--- config.mk ---
export PLATFORM = sky130hd
export DESIGN_NAME = per_second_peak_level_statistics
export DESIGN_NICKNAME = d
export VERILOG_FILES = /design/src/rtl/psl_pkg.sv /design/src/rtl/psl_ram.sv /design/src/rtl/psl_sorter.sv /design/src/rtl/per_second_peak_level_statistics.sv
export SDC_FILE = /design/constraint.sdc
export NUM_CORES = 1
export LEC_CHECK = 0
export BUFFER_PORTS_ARGS = -buffer_cell sky130_fd_sc_hd__buf_2
export CAP_MARGIN = 20
export CELL_PAD_IN_SITES_DETAIL_PLACEMENT = 0
export CELL_PAD_IN_SITES_GLOBAL_PLACEMENT = 2
export CORE_ASPECT_RATIO = 1.5
export CORE_MARGIN = 3
export CORE_UTILIZATION = 42
export DETAILED_ROUTE_END_ITERATION = 10
export MAX_ROUTING_LAYER = met4
export PLACE_DENSITY = 0.78
export SYNTH_ARGS = -nofsm -noshare
export SYNTH_HDL_FRONTEND = slang
export SYNTH_HIERARCHICAL = 1
export SYNTH_SLANG_ARGS = --single-unit
--- constraint.sdc ---
create_clock -name clk -period 9.4 [get_ports clk]
set_input_delay 0.47 -clock clk [delete_from_list [all_inputs] [get_ports clk]]
set_output_delay 0.47 -clock clk [all_outputs]
set_load 0.005 [all_outputs]
--- src/rtl/psl_pkg.sv ---
`default_nettype none
// ----------------------------------------------------------------------------
// psl_pkg
// Shared types and constants of the per-second peak level statistics block.
// ----------------------------------------------------------------------------
package psl_pkg;

  localparam int SECONDS = 8;
  localparam int LEVEL_W = 16;
  localparam int IDX_W   = (SECONDS > 1) ? $clog2(SECONDS) : 1;
  localparam int CNT_W   = $clog2(SECONDS + 1);

  // middle entries of the sorted store, equal when the slot count is odd
  localparam int MID_LO_IDX = (SECONDS - 1) / 2;
  localparam int MID_HI_IDX = SECONDS / 2;

  localparam int PADDR_W = 3;
  localparam int PDATA_W = 32;

  typedef logic signed [LEVEL_W-1:0] level_t;

  // -120 dB in Q8.8
  localparam level_t FLOOR_LEVEL = 16'sh8800;

  localparam logic [15:0] INTERVAL_RESET = 16'd1000;

  // register word index on the configuration port
  localparam logic [PADDR_W-3:0] REG_INTERVAL = '0;

  typedef enum logic [1:0] {
    CMD_START  = 2'd0,
    CMD_CANCEL = 2'd1,
    CMD_FRAME  = 2'd2,
    CMD_TIME   = 2'd3
  } psl_cmd_t;

  typedef enum logic [1:0] {
    S_IDLE,
    S_PEAK,
    S_SORT,
    S_DONE
  } psl_state_t;

  typedef struct packed {
    logic [1:0]  cmd;
    logic [7:0]  tag;
    logic [31:0] time_ms;
    level_t      level;
  } psl_in_t;

  typedef struct packed {
    logic        interval_closed;
    logic        is_active;
    logic        is_complete;
    logic [7:0]  session_tag;
    logic [3:0]  intervals_done;
    level_t      last_peak;
    level_t      min_level;
    level_t      median_level;
    level_t      max_level;
  } psl_out_t;

  typedef struct packed {
    level_t min_level;
    level_t mid_lo;
    level_t mid_hi;
    level_t max_level;
  } psl_stats_t;

endpackage
`default_nettype wire

--- src/rtl/psl_ram.sv ---
`default_nettype none
// ----------------------------------------------------------------------------
// psl_ram
// Single write port, single read port RAM with registered read data.
// Read-first on a same-address write; entries never written read RESET_VAL.
// ----------------------------------------------------------------------------
module psl_ram #(
  parameter int                DEPTH     = 8,
  parameter int                WIDTH     = 16,
  parameter logic [WIDTH-1:0]  RESET_VAL = '0,
  localparam int               AW        = (DEPTH > 1) ? $clog2(DEPTH) : 1
) (
  input  wire logic             clk,
  input  wire logic             rst_n,
  input  wire logic             we,
  input  wire logic [AW-1:0]    waddr,
  input  wire logic [WIDTH-1:0] wdata,
  input  wire logic [AW-1:0]    raddr,
  output logic      [WIDTH-1:0] rdata
);

  logic [WIDTH-1:0] mem [DEPTH];
  logic [DEPTH-1:0] vld_r;
  logic [WIDTH-1:0] rdata_r;
  logic             rvld_r;

  always_ff @(posedge clk) begin
    if (we) begin
      mem[waddr] <= wdata;
    end
    rdata_r <= mem[raddr];
  end

  always_ff @(posedge clk) begin
    if (!rst_n) begin
      vld_r  <= '0;
      rvld_r <= 1'b0;
    end else begin
      rvld_r <= vld_r[raddr];
      if (we) begin
        vld_r[waddr] <= 1'b1;
      end
    end
  end

  assign rdata = rvld_r ? rdata_r : RESET_VAL;

endmodule
`default_nettype wire

--- src/rtl/psl_sorter.sv ---
`default_nettype none
// ----------------------------------------------------------------------------
// psl_sorter
// Keeps the sorted copy of the slot store in a RAM. One pass reads every
// entry in order and writes back the list with the old value taken out and
// the new value merged in, capturing min, middle and max on the way.
// ----------------------------------------------------------------------------
module psl_sorter (
  input  wire logic                clk,
  input  wire logic                rst_n,
  input  wire logic                start_i,
  input  wire psl_pkg::level_t     old_i,
  input  wire psl_pkg::level_t     new_i,
  output logic                     done_o,
  output psl_pkg::psl_stats_t      stats_o
);

  localparam int N     = psl_pkg::SECONDS;
  localparam int IDX_W = psl_pkg::IDX_W;
  localparam int CNT_W = psl_pkg::CNT_W;

  logic                 busy_r, busy_nxt;
  logic                 pend_r, pend_nxt;
  logic                 done_r, done_nxt;
  logic [CNT_W-1:0]     rd_cnt_r, rd_cnt_nxt;
  logic [CNT_W-1:0]     wr_cnt_r, wr_cnt_nxt;
  logic                 removed_r, removed_nxt;
  logic                 inserted_r, inserted_nxt;
  logic                 carry_v_r, carry_v_nxt;
  psl_pkg::level_t      carry_r, carry_nxt;
  psl_pkg::level_t      old_r, new_r;
  psl_pkg::psl_stats_t  stats_r, stats_nxt;

  logic                 issue;
  logic                 emit;
  psl_pkg::level_t      emit_val;
  psl_pkg::level_t      rd_data;

  psl_ram #(
    .DEPTH     (N),
    .WIDTH     (psl_pkg::LEVEL_W),
    .RESET_VAL (psl_pkg::FLOOR_LEVEL)
  ) u_sorted_ram (
    .clk   (clk),
    .rst_n (rst_n),
    .we    (emit),
    .waddr (wr_cnt_r[IDX_W-1:0]),
    .wdata (emit_val),
    .raddr (rd_cnt_r[IDX_W-1:0]),
    .rdata (rd_data)
  );

  assign issue = busy_r && (rd_cnt_r < CNT_W'(N));

  always_comb begin
    psl_pkg::level_t y;
    logic            want;
    y            = carry_r;
    want         = 1'b0;
    busy_nxt     = busy_r;
    done_nxt     = 1'b0;
    pend_nxt     = issue;
    rd_cnt_nxt   = issue ? rd_cnt_r + CNT_W'(1) : rd_cnt_r;
    removed_nxt  = removed_r;
    inserted_nxt = inserted_r;
    carry_v_nxt  = carry_v_r;
    carry_nxt    = carry_r;

    if (pend_r) begin
      if (!removed_r && rd_data == old_r) begin
        // drop the overwritten value, release a held entry in its place
        removed_nxt = 1'b1;
        if (carry_v_r) begin
          want        = 1'b1;
          y           = carry_r;
          carry_v_nxt = 1'b0;
        end
      end else if (!inserted_r && rd_data > new_r) begin
        inserted_nxt = 1'b1;
        want         = 1'b1;
        y            = new_r;
        carry_nxt    = rd_data;
        carry_v_nxt  = 1'b1;
      end else if (carry_v_r) begin
        want      = 1'b1;
        y         = carry_r;
        carry_nxt = rd_data;
      end else begin
        want = 1'b1;
        y    = rd_data;
      end
    end else if (busy_r && !issue) begin
      // tail of the pass
      if (!inserted_r) begin
        want         = 1'b1;
        y            = new_r;
        inserted_nxt = 1'b1;
      end else if (carry_v_r) begin
        want        = 1'b1;
        y           = carry_r;
        carry_v_nxt = 1'b0;
      end
      busy_nxt = 1'b0;
      done_nxt = 1'b1;
    end

    emit       = want && (wr_cnt_r < CNT_W'(N));
    emit_val   = y;
    wr_cnt_nxt = emit ? wr_cnt_r + CNT_W'(1) : wr_cnt_r;

    stats_nxt = stats_r;
    if (emit) begin
      if (wr_cnt_r == CNT_W'(0))              stats_nxt.min_level = y;
      if (wr_cnt_r == CNT_W'(psl_pkg::MID_LO_IDX)) stats_nxt.mid_lo = y;
      if (wr_cnt_r == CNT_W'(psl_pkg::MID_HI_IDX)) stats_nxt.mid_hi = y;
      if (wr_cnt_r == CNT_W'(N - 1))          stats_nxt.max_level = y;
    end

    if (start_i) begin
      busy_nxt     = 1'b1;
      pend_nxt     = 1'b0;
      rd_cnt_nxt   = '0;
      wr_cnt_nxt   = '0;
      removed_nxt  = 1'b0;
      inserted_nxt = 1'b0;
      carry_v_nxt  = 1'b0;
    end
  end

  always_ff @(posedge clk) begin
    if (!rst_n) begin
      busy_r     <= 1'b0;
      pend_r     <= 1'b0;
      done_r     <= 1'b0;
      rd_cnt_r   <= '0;
      wr_cnt_r   <= '0;
      removed_r  <= 1'b0;
      inserted_r <= 1'b0;
      carry_v_r  <= 1'b0;
      stats_r    <= {4{psl_pkg::FLOOR_LEVEL}};
    end else begin
      busy_r     <= busy_nxt;
      pend_r     <= pend_nxt;
      done_r     <= done_nxt;
      rd_cnt_r   <= rd_cnt_nxt;
      wr_cnt_r   <= wr_cnt_nxt;
      removed_r  <= removed_nxt;
      inserted_r <= inserted_nxt;
      carry_v_r  <= carry_v_nxt;
      stats_r    <= stats_nxt;
    end
  end

  always_ff @(posedge clk) begin
    carry_r <= carry_nxt;
    if (start_i) begin
      old_r <= old_i;
      new_r <= new_i;
    end
  end

  assign done_o  = done_r;
  assign stats_o = stats_r;

  // a write never lands on an entry that has not been read yet
  a_write_behind_read: assert property (@(posedge clk) disable iff (!rst_n)
    emit |-> wr_cnt_r < rd_cnt_r)
    else $error("sorted store written ahead of the read pointer");

  // every pass rewrites the whole store
  a_full_pass: assert property (@(posedge clk) disable iff (!rst_n)
    done_r |-> wr_cnt_r == CNT_W'(N))
    else $error("sort pass ended with a short write count");

  a_start_idle: assert property (@(posedge clk) disable iff (!rst_n)
    start_i |-> !busy_r)
    else $error("sort pass started while busy");

endmodule
`default_nettype wire

--- src/rtl/per_second_peak_level_statistics.sv ---
`default_nettype none
// ----------------------------------------------------------------------------
// per_second_peak_level_statistics
// Calibration session tracker: per-interval peaks of frame levels go into a
// slot store, with min, median and max kept over a sorted copy.
//
// Input beats (in_valid/in_stall, in_data) carry one command each: start,
// cancel, frame level or time check. Every accepted beat gives exactly one
// result beat on out_valid/out_stall/out_data, in order.
// Start, cancel, frame and a time check that closes nothing go from accept
// straight to DONE; no new beat is taken until the last result is loaded.
// A time check that closes an interval reads and rewrites the slot RAM, then
// goes through PEAK and SORT, where the sorter walks the sorted RAM once,
// one entry per cycle, before DONE hands its result to the output register.
// The result sits in an output register; while the receiver stalls, the next
// beat is still taken and worked on, and its result waits until the register
// frees. in_stall is high while a beat is in progress.
// Reset clears the session, sets interval_ms to 1000 and makes every slot and
// sorted entry read -120 dB at once (valid bits, no clearing pass).
// interval_ms sits at byte address 0 of the APB port.
// ----------------------------------------------------------------------------
module per_second_peak_level_statistics (
  input  wire logic                          clk,
  input  wire logic                          rst_n,
  input  wire logic                          in_valid,
  output logic                               in_stall,
  input  wire psl_pkg::psl_in_t              in_data,
  output logic                               out_valid,
  input  wire logic                          out_stall,
  output psl_pkg::psl_out_t                  out_data,
  input  wire logic                          psel,
  input  wire logic                          penable,
  input  wire logic                          pwrite,
  input  wire logic [psl_pkg::PADDR_W-1:0]   paddr,
  input  wire logic [psl_pkg::PDATA_W-1:0]   pwdata,
  output logic      [psl_pkg::PDATA_W-1:0]   prdata,
  output logic                               pready
);

  localparam int N     = psl_pkg::SECONDS;
  localparam int IDX_W = psl_pkg::IDX_W;
  localparam int CNT_W = psl_pkg::CNT_W;

  psl_pkg::psl_state_t  state_r, state_nxt;

  logic [15:0]          interval_r;
  logic                 active_r;
  logic                 complete_r;
  logic [7:0]           tag_r;
  logic [31:0]          start_r;
  logic [CNT_W-1:0]     count_r;
  psl_pkg::level_t      run_peak_r;
  psl_pkg::level_t      last_peak_r;
  logic                 closed_r;

  logic                 out_valid_r;
  psl_pkg::psl_out_t    out_data_r;

  logic                 in_acc;
  logic                 close;
  logic [31:0]          elapsed;
  logic                 sort_start;
  logic                 sort_done;
  logic                 out_load;
  logic                 reg_wr;
  psl_pkg::level_t      old_peak;
  psl_pkg::psl_stats_t  stats;
  logic signed [16:0]   mid_sum;
  psl_pkg::psl_out_t    result;

  // configuration port
  assign pready = 1'b1;
  assign reg_wr = psel && penable && pwrite &&
                  (paddr[psl_pkg::PADDR_W-1:2] == psl_pkg::REG_INTERVAL);

  always_comb begin
    prdata = '0;
    if (paddr[psl_pkg::PADDR_W-1:2] == psl_pkg::REG_INTERVAL) begin
      prdata = psl_pkg::PDATA_W'(interval_r);
    end
  end

  always_ff @(posedge clk) begin
    if (!rst_n) begin
      interval_r <= psl_pkg::INTERVAL_RESET;
    end else if (reg_wr) begin
      interval_r <= pwdata[15:0];
    end
  end

  assign in_acc  = in_valid && !in_stall;
  assign elapsed = in_data.time_ms - start_r;
  assign close   = (in_data.cmd == psl_pkg::CMD_TIME) && active_r &&
                   (elapsed >= 32'(interval_r)) && (count_r < CNT_W'(N));

  // slot store, read-first so the overwritten peak comes out next cycle
  psl_ram #(
    .DEPTH     (N),
    .WIDTH     (psl_pkg::LEVEL_W),
    .RESET_VAL (psl_pkg::FLOOR_LEVEL)
  ) u_peak_ram (
    .clk   (clk),
    .rst_n (rst_n),
    .we    (in_acc && close),
    .waddr (count_r[IDX_W-1:0]),
    .wdata (run_peak_r),
    .raddr (count_r[IDX_W-1:0]),
    .rdata (old_peak)
  );

  psl_sorter u_sorter (
    .clk     (clk),
    .rst_n   (rst_n),
    .start_i (sort_start),
    .old_i   (old_peak),
    .new_i   (last_peak_r),
    .done_o  (sort_done),
    .stats_o (stats)
  );

  // next state
  always_comb begin
    state_nxt = state_r;
    unique case (state_r)
      psl_pkg::S_IDLE: begin
        if (in_valid) begin
          state_nxt = close ? psl_pkg::S_PEAK : psl_pkg::S_DONE;
        end
      end
      psl_pkg::S_PEAK: state_nxt = psl_pkg::S_SORT;
      psl_pkg::S_SORT: begin
        if (sort_done) begin
          state_nxt = psl_pkg::S_DONE;
        end
      end
      psl_pkg::S_DONE: begin
        if (!out_valid_r || !out_stall) begin
          state_nxt = psl_pkg::S_IDLE;
        end
      end
      default: state_nxt = psl_pkg::S_IDLE;
    endcase
  end

  // state outputs
  always_comb begin
    in_stall   = 1'b1;
    sort_start = 1'b0;
    out_load   = 1'b0;
    unique case (state_r)
      psl_pkg::S_IDLE: in_stall = 1'b0;
      psl_pkg::S_PEAK: sort_start = 1'b1;
      psl_pkg::S_SORT: ;
      psl_pkg::S_DONE: out_load = !out_valid_r || !out_stall;
      default: ;
    endcase
  end

  always_ff @(posedge clk) begin
    if (!rst_n) begin
      state_r <= psl_pkg::S_IDLE;
    end else begin
      state_r <= state_nxt;
    end
  end

  // session state, updated at the accept edge
  always_ff @(posedge clk) begin
    if (!rst_n) begin
      active_r    <= 1'b0;
      complete_r  <= 1'b0;
      tag_r       <= '0;
      start_r     <= '0;
      count_r     <= '0;
      run_peak_r  <= psl_pkg::FLOOR_LEVEL;
      last_peak_r <= psl_pkg::FLOOR_LEVEL;
      closed_r    <= 1'b0;
    end else if (in_acc) begin
      closed_r <= close;
      unique case (psl_pkg::psl_cmd_t'(in_data.cmd))
        psl_pkg::CMD_START: begin
          tag_r       <= in_data.tag;
          start_r     <= in_data.time_ms;
          count_r     <= '0;
          run_peak_r  <= psl_pkg::FLOOR_LEVEL;
          last_peak_r <= psl_pkg::FLOOR_LEVEL;
          active_r    <= 1'b1;
          complete_r  <= 1'b0;
        end
        psl_pkg::CMD_CANCEL: begin
          active_r   <= 1'b0;
          complete_r <= 1'b0;
          tag_r      <= '0;
        end
        psl_pkg::CMD_FRAME: begin
          if (active_r && in_data.level > run_peak_r) begin
            run_peak_r <= in_data.level;
          end
        end
        psl_pkg::CMD_TIME: begin
          if (close) begin
            count_r     <= count_r + CNT_W'(1);
            last_peak_r <= run_peak_r;
            run_peak_r  <= psl_pkg::FLOOR_LEVEL;
            start_r     <= in_data.time_ms;
            if (count_r + CNT_W'(1) >= CNT_W'(N)) begin
              active_r   <= 1'b0;
              complete_r <= 1'b1;
            end
          end
        end
        default: ;
      endcase
    end
  end

  // floor of the mean of the middle pair; same entry twice for an odd count
  assign mid_sum = {stats.mid_lo[15], stats.mid_lo} + {stats.mid_hi[15], stats.mid_hi};

  always_comb begin
    result.interval_closed = closed_r;
    result.is_active       = active_r;
    result.is_complete     = complete_r;
    result.session_tag     = tag_r;
    result.intervals_done  = 4'(count_r);
    result.last_peak       = last_peak_r;
    result.min_level       = stats.min_level;
    result.median_level    = mid_sum[16:1];
    result.max_level       = stats.max_level;
  end

  // output register
  always_ff @(posedge clk) begin
    if (!rst_n) begin
      out_valid_r <= 1'b0;
    end else if (out_load) begin
      out_valid_r <= 1'b1;
    end else if (!out_stall) begin
      out_valid_r <= 1'b0;
    end
  end

  always_ff @(posedge clk) begin
    if (out_load) begin
      out_data_r <= result;
    end
  end

  assign out_valid = out_valid_r;
  assign out_data  = out_data_r;

  a_complete_idle: assert property (@(posedge clk) disable iff (!rst_n)
    complete_r |-> !active_r)
    else $error("session complete and active at once");

  a_count_range: assert property (@(posedge clk) disable iff (!rst_n)
    count_r <= CNT_W'(N))
    else $error("stored interval count beyond slot count");

  a_sort_in_wait: assert property (@(posedge clk) disable iff (!rst_n)
    sort_done |-> state_r == psl_pkg::S_SORT)
    else $error("sort pass finished outside the wait state");

  a_close_result: assert property (@(posedge clk) disable iff (!rst_n)
    (in_acc && !close) |=> state_r == psl_pkg::S_DONE)
    else $error("beat without a close did not go straight to result");

endmodule
`default_nettype wire

### After elaboration in Yosys (flattened, before gate mapping)

Memories as Yosys holds them, arrays and structs flattened. A register that Yosys moved wholly into a read port is not among the register bits.
Cells that the tools add are included.

| storage, ports and cells | value |
|---|---|
| RAM bits | 256 |
| bits in registers | 321 |
| input bits | 100 |
| output and inout bits | 114 |
| memories | 2 |
| word-level logic and storage cells | 201 |

| cells by class | value |
|---|---|
| bitwise operators | 5 |
| eq/ne operators | 21 |
| $lt $le $gt $ge | 12 |
| $add $sub $neg | 5 |
| mux-type cells | 65 |
| reduce and logical (&&, ||, !) cells | 52 |

Memories:

| memory | words | bits a word | rd ports | clocked after memory_dff | wr ports | line | text |
|---|---|---|---|---|---|---|---|
| u_peak_ram.mem | 8 | 16 | 1 | 1 | 1 | psl_ram.sv:22 | `logic [WIDTH-1:0] mem [DEPTH];` |
| u_sorter.u_sorted_ram.mem | 8 | 16 | 1 | 1 | 1 | psl_ram.sv:22 |  |

Operators with widths:

| kind | count |
|---|---|
| two-way mux 16 bit | 13 |
| one-hot mux 32 bit (2 select lines) | 1 |
| one-hot mux 16 bit (3 select lines) | 1 |
| two-way mux 1 bit | 34 |
| >= comparator 32 x 16 -> 1 bit | 1 |
| greater-than comparator 16 bit | 2 |
| two-way mux 32 bit | 1 |
| one-hot mux 16 bit (2 select lines) | 1 |
| subtractor 32 bit | 1 |
| adder 16 x 16 -> 17 bit | 1 |
| equality test 16 bit | 1 |
| logical AND 1 bit | 16 |
| OR 8 bit | 2 |
| one-hot mux 8 bit (2 select lines) | 1 |
| AND reduction 3 bit | 5 |
| != test 2 bit, second input constant | 7 |
| AND reduction 2 bit | 7 |
| nonzero test 2 bit | 7 |
| adder 4 x 1 -> 4 bit, second input constant | 3 |
| less-than comparator 3 x 4 -> 1 bit, second input constant | 3 |
| less-than comparator 4 bit, second input constant | 3 |
| AND reduction 4 bit | 3 |
| equality test 2 bit, second input constant | 4 |
| equality test 4 x 3 -> 1 bit, second input constant | 2 |
| 21 further kinds | 40 |

### Depth between registers and ports, before layout

Gate-level depths: netlist of the first run.

| logic depth | value |
|---|---|
| depth after elaboration | 9 |
| depth in mapped cells | 25 |
| depth with buffers taken out | 24 |

### Hierarchy

Netlist of the first run, hierarchy kept.

Modules (own cells, without submodules):

| module | instances | sequential area each (um^2) | area each (um^2) | cells each |
|---|---|---|---|---|
| psl_ram | 2 | 4344.2 | 5726.7 | 257 |
| per_second_peak_level_statistics | 1 | 4334.2 | 10203.5 | 1091 |
| psl_sorter | 1 | 3002.9 | 5890.6 | 567 |

### Worst setup path after synthesis of the first run

Ideal clock, no wire load.

| path | value |
|---|---|
| kind | flip-flop to flip-flop |
| from | reg state_r[0] |
| to | reg out_data_r (netlist bit out_data[0]), enable pin |
| path buffers | 0 |
| path slack | 2479 ps |
| cell stages (with the launch flop) | 3 |
| arrival time | 6285 ps |
| setup time | 636 ps |
| period minus slack after synthesis | 6921 ps |
| data required time | 8764 ps |
| cells stage by stage | dfxtp_1 > ha_1 > a21boi_0 |

| on the way | value |
|---|---|
| word-level cells in the longest chain between the ends | 2 |

Ends and longest elaborated chain:

| element | line | text |
|---|---|---|
| start: declaration | per_second_peak_level_statistics.sv:44 | `psl_pkg::psl_state_t state_r, state_nxt;` |
| start signal: assignment | per_second_peak_level_statistics.sv:161 | `state_r <= psl_pkg::S_IDLE;` |
| start signal: assignment | per_second_peak_level_statistics.sv:163 | `state_r <= state_nxt;` |
| equality test 2 bit | per_second_peak_level_statistics.sv:150 | `unique case (state_r)` |
| two-way mux 1 bit | per_second_peak_level_statistics.sv:150 |  |
| named net out_load | per_second_peak_level_statistics.sv:64 | `logic out_load;` |
| end signal: assignment | per_second_peak_level_statistics.sv:245 | `out_data_r <= result;` |
| end: declaration | per_second_peak_level_statistics.sv:57 | `psl_pkg::psl_out_t out_data_r;` |

The timed path passes the listed nets, and every way through them passes these cells.
A chain may end at the register's enable or synchronous reset.

### Worst setup path in the final report of the first run

| path | value |
|---|---|
| from | reg start_r[1] |
| to | reg u_peak_ram.vld_r[6] |

| on the way | value |
|---|---|
| word-level cells in the longest chain between the ends | 5 |

Ends and longest elaborated chain:

| element | line | text |
|---|---|---|
| start: declaration | per_second_peak_level_statistics.sv:50 | `logic [31:0] start_r;` |
| start signal: assignment | per_second_peak_level_statistics.sv:183 | `start_r <= in_data.time_ms;` |
| start signal: assignment | per_second_peak_level_statistics.sv:205 | `start_r <= in_data.time_ms;` |
| subtractor 32 bit | per_second_peak_level_statistics.sv:92 | `assign elapsed = in_data.time_ms - start_r;` |
| >= comparator 32 x 16 -> 1 bit | per_second_peak_level_statistics.sv:94 | `(elapsed >= 32'(interval_r)) && (count_r < CNT_W'(N));` |
| logical AND 1 bit | per_second_peak_level_statistics.sv:93 | `assign close = (in_data.cmd == psl_pkg::CMD_TIME) && active_r &&` |
| logical AND 1 bit | per_second_peak_level_statistics.sv:94 |  |
| logical AND 1 bit | per_second_peak_level_statistics.sv:104 | `.we (in_acc && close),` |
| end signal: assignment | psl_ram.sv:36 | `vld_r <= '0;` |
| end signal: indexed assignment | psl_ram.sv:41 | `vld_r[waddr] <= 1'b1;` |
| end: declaration | psl_ram.sv:23 | `logic [DEPTH-1:0] vld_r;` |

Every way passes these cells.

==> results of run 1 <==
layout make-up:
cell class	instances	area share
Multi-Input combinational cell	1329	0.3359
Inverter	118	0.01419
Clock buffer	69	0.04873
Timing Repair Buffer	215	0.04015
Tap cell	870	0.03486
Clock inverter	37	0.01130
Antenna cell	19	0.001523
Sequential cell	609	0.5133
layer usage:
layer / wire, um / track usage
met1: 26140 / 0.2213
met2: 35220 / 0.3578
met3: 4361 / 0.04923
met4: 3334 / 0.08907
met5: 0 / -
per-stage QoR:
stage	hold slack, ns	util	setup WS, ns
4_1_cts	0.01922	0.4804	2.997
6_report	0.07308	0.4822	3.055
3_5_place_dp	0.4127	0.4514	2.815
5_1_grt	0.05921	0.4821	2.715
2_1_floorplan	0.4030	-	2.479
3_3_place_gp	0.4134	0.4505	2.966
state kept, by name, summed over array words and instances, names as in the netlist, 8 cells and up:
| signal | flops |
|---|---|
| last_peak_r | 16 |
| tag_r | 8 |
| out_data | 79 |
| u_sorter/stats_o | 64 |
| u_sorter/old_r | 16 |
| u_peak_ram/vld_r | 8 |
| u_sorter/new_r | 16 |
| u_sorter/u_sorted_ram/rdata_r | 16 |
| run_peak_r | 16 |
| u_peak_ram/mem | 128 |
| u_sorter/carry_r | 16 |
| u_peak_ram/rdata_r | 16 |
| u_sorter/u_sorted_ram/vld_r | 8 |
| u_sorter/u_sorted_ram/mem | 128 |
| start_r | 32 |
| interval_r | 16 |
critical path, stage by stage (launching register included):
cell       delay [ns]
dfxtp_1          0.38
inv_1            0.06
ha_1             0.26
nor2b_1          0.15
o31a_1           0.25
o21ai_1          0.20
o41ai_1          0.68
a21boi_1         0.22
xnor2_1          0.18
ha_1             0.29
and4_1           0.17
and2_1           0.16
a2111oi_0        0.41
o2111ai_1        0.21
or3_1            0.39
nor4_2           0.37
nand4_2          0.23
nand2_1          0.15
buf_4            0.34
inv_2            0.24
nand2_1          0.26
nor2_1           0.18
buf_4            0.25
o21a_1           0.18
cells by family (layout without fill, tap and decap cells):
logic type,count (synthesis),count (layout),share of synthesized area
DFF,609,609,0.5817
other,2,36,0.0002726
AOI/OAI and AO/OA,467,467,0.1195
xor gates and xnor gates,51,51,0.01621
and+or+nand+nor,520,520,0.09052
muxes,169,169,0.1012
adders and majority gates,105,105,0.04824
buffers and inverters,249,439,0.04229
worst max path at each step:
stage	startpoint	to	slack, ns	depth (start not counted)
CTS	start_r[1]	u_peak_ram/vld_r[6]	3.00	23
detailed placement	in_data[18]	u_peak_ram/vld_r[6]	2.81	23
global placement	in_data[18]	u_peak_ram/vld_r[6]	2.97	23
finish	start_r[1]	u_peak_ram/vld_r[6]	3.06	23
floorplan	state_r[0]	out_data[0]	2.48	2
global route	start_r[6]	u_peak_ram/vld_r[6]	2.72	23
cells in the final DEF, fill, tap and decap left out, types with 9 or more instances in the layout:
master	n
a21boi_0	22
nor2_1	120
buf_2	177
o21ai_0	90
diode_2	19
o211ai_1	14
mux4_2	10
mux2i_1	54
nor3b_1	12
edfxtp_1	383
conb_1	17
and3_1	9
mux4_1	56
clkbuf_16	57
o31ai_1	21
nand3_1	14
nand4_1	18
o211ai_2	9
inv_1	117
o2111ai_1	18
nand2_1	202
a32oi_1	13
a41oi_1	10
buf_4	30
nand3b_1	11
o21ai_1	12
clkinv_2	12
a21o_1	17
xnor2_1	40
ha_1	103
a21oi_1	74
and2_1	34
a31oi_1	79
nor2b_1	20
nor3_1	14
nand2b_1	24
xor2_1	11
o21a_1	25
mux2_2	49
dfxtp_1	224
power by group:
group,internal (mW),total (mW),switching [mW]
sequential,3.03,3.10,0.0754
combinational,0.350,0.960,0.610
clock,1.28,2.31,1.03
total,4.65,6.37,1.71
==> out/results.txt, run 1 <==
The later pin in the worst-skew pair is clocked with a latency of 0.63 ns. The total placed cells including tap cells is 3137, and the post-route clock period utilization is 0.6750. The run gives 0.2475 as the worst-case headroom to the max-slew limit. Summing all non-filler instances in the final layout gives an area of 31220 sq um.

The die covers 68760 sq um. For the number of slew-limit violations in the final report, the log shows 0. The number of buffers added on ports came out at 178.

The logs give 3.06 ns for the register-to-register path setup slack and 0 for the remaining global-route overflow. After synthesis, the mean cell area works out to 12.68 sq um. Entering global routing, the biggest net connects 114 pins.

The core region is 64760 sq um. The starting density of the core is 0.4254. Synthesis produced 2172 cells. Once layout is complete, the cells apart from fillers number 3266.

During I/O placement, the number of pins put on the boundary was 214. The filler cells instantiated in the layout total 5800. The via total after detailed routing came out at 17660. Yosys printed 6 warnings. Summing all placed instances gives a cell area of 29230 sq um. Yosys mapped a number of flops with a built-in enable equal to 383. The async set-reset flop share out of synthesis was 0; the net count reported at finish was 2535. Yosys instantiated no cell more often than edfxtp_1. The run gives 0.01265 ns as the worst clock skew. In the final timing run, aggregate negative setup slack is 0 ns. The proportion of synthesized chip area in sequential cells came out at 0.5817.

Registers take 16030 sq um. Clock-pin slew was measured on the worst setup and hold paths at 0.07 ns. Ranked by total cell area, the synthesized netlist is headed by edfxtp_1 (42%), dfxtp_1 (16%), mux4_1 (5.3%). The number of detailed-route iterations in the first pass is 5, and the post-layout minimum cycle time is 6.345 ns. The worst-case hold path end point was interval_r[7]. The number of clock buffers added by TritonCTS is 57. The critical path class was reg2reg. Reg-to-reg critical path startpoint: start_r[1]. The final hold violation count was 0. The detail-routed via count per cell came out at 5.407. Power density over the cells: 203.9 nW/um^2.

Once detail routing completed, the nets flagged for antenna violations numbered 0. Capture point of the worst reg-to-reg path: u_peak_ram/vld_r[6]. Timing would allow up to 0.1576 GHz. Setup violations remaining at the end of the flow were counted as 0.

Post-CTS timing repair inserted 0 buffers for setup. The area growth from synthesis to layout is 13.34%. TritonCTS sink count: 609.

The tightest min-delay check is of the in2reg type. Summed over all nets, the half-perimeter wirelength after detailed placement is 48240 um. After synthesis the netlist holds a flip-flop and latch count of 609.

The fraction of layout instances using a drive strength above 1 came out at 0.1796. Of all cell types, the one taking the most synthesized area is edfxtp_1. In this run the deepest clock path goes through 3 buffers. The die is 319.7 um tall. The hold buffer count at cts was 0. Wires add up to 69060 um. The number of gates resized after CTS was 0. The run gives 105200 um as the global-route wire length before repair.

The number of cells traversed by the worst hold path was 3; the leakage dissipation was 11.47 nW. Counting instances in the post-synthesis netlist gives the leading cell types as edfxtp_1 (383), dfxtp_1 (226), nand2_1 (202). The die is 215.1 um wide. The design draws 6.367 mW. The number of cell rows is 114. The run finished with clean final reports.

The run gives 2 as the number of H-tree branching levels. The post-synthesis cell area is 27550 sq um, and the critical path data arrival time is 6.86 ns. The logs give 10490 sq um for the area of the multi-input gates and 19 for the initial antenna violation count. After synthesis, the netlist uses 84 different library cells.

The routed length per placed instance was 21.14 um; the top-area cell type share of the netlist area was 0.4175. Sort of element at the start of the critical path: a flop. The logs give 0 for the detailed-route DRC error count and 0.8869 for the weighted congestion at the end of routability-driven global placement. The top fanout value on the critical path works out to 21. The tools report the startpoint of the lowest-slack hold path as pwdata[7]. The aggregate global-route resource usage was 0.2045.

The most used flip-flop cell after synthesis is edfxtp_1. Number of global-route vias before repair: 17750. IR analysis of the VDD net gives a maximum drop of 156.6 uV. Setup repair after global routing left no endpoint under its margin. TritonCTS built the clock tree. The tool flagged a number of max-cap violations equal to 0. Data on the critical path is required at its endpoint by 9.92 ns. The transition at the pin with the smallest max-transition slack was 1.125 ns. The initial detailed-routing violation count is 1114, and the depth of the most critical reg-to-reg path is 23.

The type of element capturing the critical path was a flop. Clock tree synthesis selected as its root buffer the cell clkbuf_16.
Power figures use the tool's default switching activity.
==> run 2: changes to the inputs <==
==> constraint.sdc (replaced) <==
create_clock -name clk -period 6.45 [get_ports clk]
set_input_delay 0.3225 -clock clk [delete_from_list [all_inputs] [get_ports clk]]
set_output_delay 0.3225 -clock clk [all_outputs]
set_load 0.005 [all_outputs]
==> run 2 against run 1 <==
Combinational power is 48% higher; sequential power is 46% higher; global-route usage is 0.097 points higher; clock power is 58% higher; largest cell class unchanged; routed wire length is 0.11% lower; sequential share of layout area is 1.3 points lower; largest power group unchanged; hold slack worse by 0.0052 ns; worst setup slack worse by 2.4 ns; register-to-register slack worse by 2.4 ns; critical path depth is 1 lower; fmax is 9.9% higher; count of clock-buffer cells in the layout is 3 higher.
==> out/results.txt, run 2 (synthesized netlist as in run 1, its figures left out) <==
The flow ran to the end, and the final reports show no timing, DRC or antenna violations. The post-route clock period utilization is 0.8948 (+0.2198). The number of cell rows was 114 (unchanged); the post-route setup TNS was 0 ns (unchanged). The most frequent standard cell in the layout excluding fill and tap cells was edfxtp_1. The TritonCTS sink count is 609 (unchanged), and the clock input transition at the sequential cells of the worst setup and hold paths is 0.07 ns (about the same). The run gives 0.2055 (+0.0009680) as the aggregate global-route resource usage.

The routed length per placed instance was 20.74 um (-1.9%). The top fanout value on the critical path came out at 17 (-19%). The cell sitting at the root of the clock tree is a clkbuf_16.

The run gives 0 (unchanged) as the final hold violation count. The area growth from synthesis to final layout is 16.39%, and the number of buffers added by the clock tree synthesis step is 57 (unchanged). The final worst slack was 0.6785 ns (-2.377 ns); the initial antenna violation count was 8 (-11). The tools report the via total after detailed routing as 17660 (+0.028%). The path class of the tightest hold or removal check is in2reg.

The logs give 64760 sq um (unchanged) for the core region area and 0.4254 (unchanged) for the starting density of the core. The tools report the type of element capturing the critical path as a flop. The tools report the net count reported at finish as 2605 (+2.8%).

The run gives 18030 (+1.6%) as the number of global-route vias before repair. Walking the worst path, the cells encountered are inv_1 > ha_1 > nor2b_1 > o31a_1 > o21ai_1 > o41ai_1 > a21boi_1 > xnor2_1 > ha_1 > and4_1 > nand2_1 > nor3_1 > o31ai_1 > o311ai_0 > or3_1 > nor4_2 > nand4_2 > nand2_1 > inv_2 > nand2b_1 > nor2_1 > buf_4. The delay contributed by the slowest stage of the critical path was 0.68 ns (about the same); the required time of the critical path was 6.77 ns (-3.15 ns). Setup repair after global routing left no endpoint under its margin. TritonCTS built the clock tree. The run gives 16030 sq um (unchanged) as the footprint of the flip-flops and latches.

For the worst-case headroom to the max-slew limit, the log shows 0.2797 (+0.03223). The post-cts gate resize count is 0 (unchanged), and the fmax is 0.1733 GHz (+9.9%). The remaining number of nets flagged by the antenna check after routing was 0 (unchanged); the post-layout minimum cycle time was 5.771 ns (-0.5734 ns). The largest individual stage delay along the critical path comes from the cell o41ai_1. The cell family contributing the most delay on the critical path is simple AND/OR/NAND/NOR gates.

The worst clock skew came out at 0.02884 ns (+0.01619 ns). The weighted congestion at the end of routability-driven global placement came out at 0.8664 (-2.3%). The run gives 0 (unchanged) as the total setup violations reported at the end of the flow. The die area is 68760 sq um (unchanged). Detail-routed via count per cell: 5.309 (-1.8%). The number of setup buffers added after CTS is 0 (unchanged).

The top-level I/O count is 214 (unchanged), and the number of buffers on the longest clock path is 3 (unchanged). The number of buffer and inverter instances along the worst setup path is 3 (-1). The die width was 215.1 um (unchanged); the vertical die dimension was 319.7 um (unchanged). Leakage dissipation: 11.87 nW (+3.5%). The number of buffers added on ports is 178 (unchanged).

Number of slew-limit violations in the final report: 0 (unchanged). In the layout the commonest cells are edfxtp_1 (383), dfxtp_1 (224), nand2_1 (202). Detailed-route DRC error count: 0 (unchanged).

Insertion delay to the later sink of the worst-skew pair: 0.64 ns (about the same). The transition at the pin with the smallest max-transition slack works out to 1.077 ns (-0.04819 ns). The power density over the cells is 299.6 nW/um^2 (+47%).

The total wire length after detailed routing is 68990 um (-0.11%), and the area of the multi-input gates is 10470 sq um (-0.16%). The worst setup path is launched from a flop. The remaining global-route overflow was 0 (unchanged); the fraction of layout instances using a drive strength above 1 was 0.1739 (-0.005690). The maximum resistive drop on vdd came out at 217.6 uV (+39%). The worst setup path is of the reg2reg kind. The estimated wirelength of the detail-placed design came out at 48280 um (about the same). The number of detailed-route iterations in the first pass is 6 (+1), and the pin count of the biggest net entering global routing is 119 (+4.4%).

Critical path data arrival time: 6.10 ns (-0.76 ns). The number of H-tree branching levels is 2 (unchanged), and the global-route wire length before repair is 106500 um (+1.3%). For the setup slack after placement, the log shows 0.6064 ns (-2.208 ns).

The total of fill cells in the finished design is 5691 (-1.9%), and the initial detailed-routing violation count is 1088 (-2.3%). The count of maximum capacitance violations is 0 (unchanged).
-- run 2: worst register-to-register path, stage by stage, from the launching register on --
cell and delay (ns):
dfxtp_1 0.37, inv_1 0.06, ha_1 0.26, nor2b_1 0.20, o31a_1 0.26, o21ai_1 0.20, o41ai_1 0.68, a21boi_1 0.24
xnor2_1 0.19, ha_1 0.29, and4_1 0.20, nand2_1 0.12, nor3_1 0.21, o31ai_1 0.16, o311ai_0 0.11, or3_1 0.17
nor4_2 0.06, nand4_2 0.14, nand2_1 0.11, inv_2 0.28, nand2b_1 0.18, nor2_1 0.64, buf_4 0.35
-- run 2: final timing paths --
path,endpoint,startpoint,cells after the start,slack (ns)
hold reg to reg,out_data[7],u_sorter/stats_o[7],0,0.43
setup / recovery,u_peak_ram/mem[1][12],start_r[1],22,0.68
hold / removal,run_peak_r[15],in_data[15],4,0.07
setup reg to reg,u_peak_ram/mem[1][12],start_r[1],22,0.68
-- run 2: area by class of cell --
| cell class | instances | share of cell area |
|---|---|---|
| Sequential cell | 609 | 0.4999 |
| Multi-Input combinational cell | 1329 | 0.3266 |
| Timing Repair Buffer | 285 | 0.06013 |
| Clock buffer | 72 | 0.04909 |
| Tap cell | 870 | 0.03395 |
| Clock inverter | 36 | 0.01588 |
| Inverter | 118 | 0.01381 |
| Antenna cell | 8 | 0.0006244 |
-- run 2: through the flow --
step	util	hold WS (ns)	area (sq um)	std cells	power [mW]
after global routing	0.4951	0.02537	32060	3327	10.03
after floorplan	-	0.4030	27600	2187	5.577
after CTS	0.4944	0.01064	32020	3317	9.740
final	0.4951	0.06792	32060	3327	9.605
after global placement	0.4509	0.4113	29200	3137	5.975
after detailed placement	0.4514	0.4112	29230	3139	6.016
-- run 2: metal layers --
| layer | track usage | vias to the layer above | wire (um) |
|---|---|---|---|
| met1 | 0.2240 | 8592 | 26330 |
| li1 | - | 8549 | - |
| met3 | 0.03573 | 103 | 3374 |
| met4 | 0.07040 | 0 | 2341 |
| met5 | - | - | 0 |
| met2 | 0.3772 | 420 | 36940 |
-- run 2: repair_timing --
item	CTS	global route
endpoints found under the hold margin	70	0
hold buffers	70	0
setup endpoints to repair	0	0
-- run 2: power breakdown --
group	total, mW	internal, mW	switching [mW]	leakage, nW
Clock	3.66	2.15	1.51	1.02
Sequential	4.52	4.41	0.115	5.32
Combinational	1.42	0.540	0.882	5.54
Total	9.61	7.10	2.51	11.9
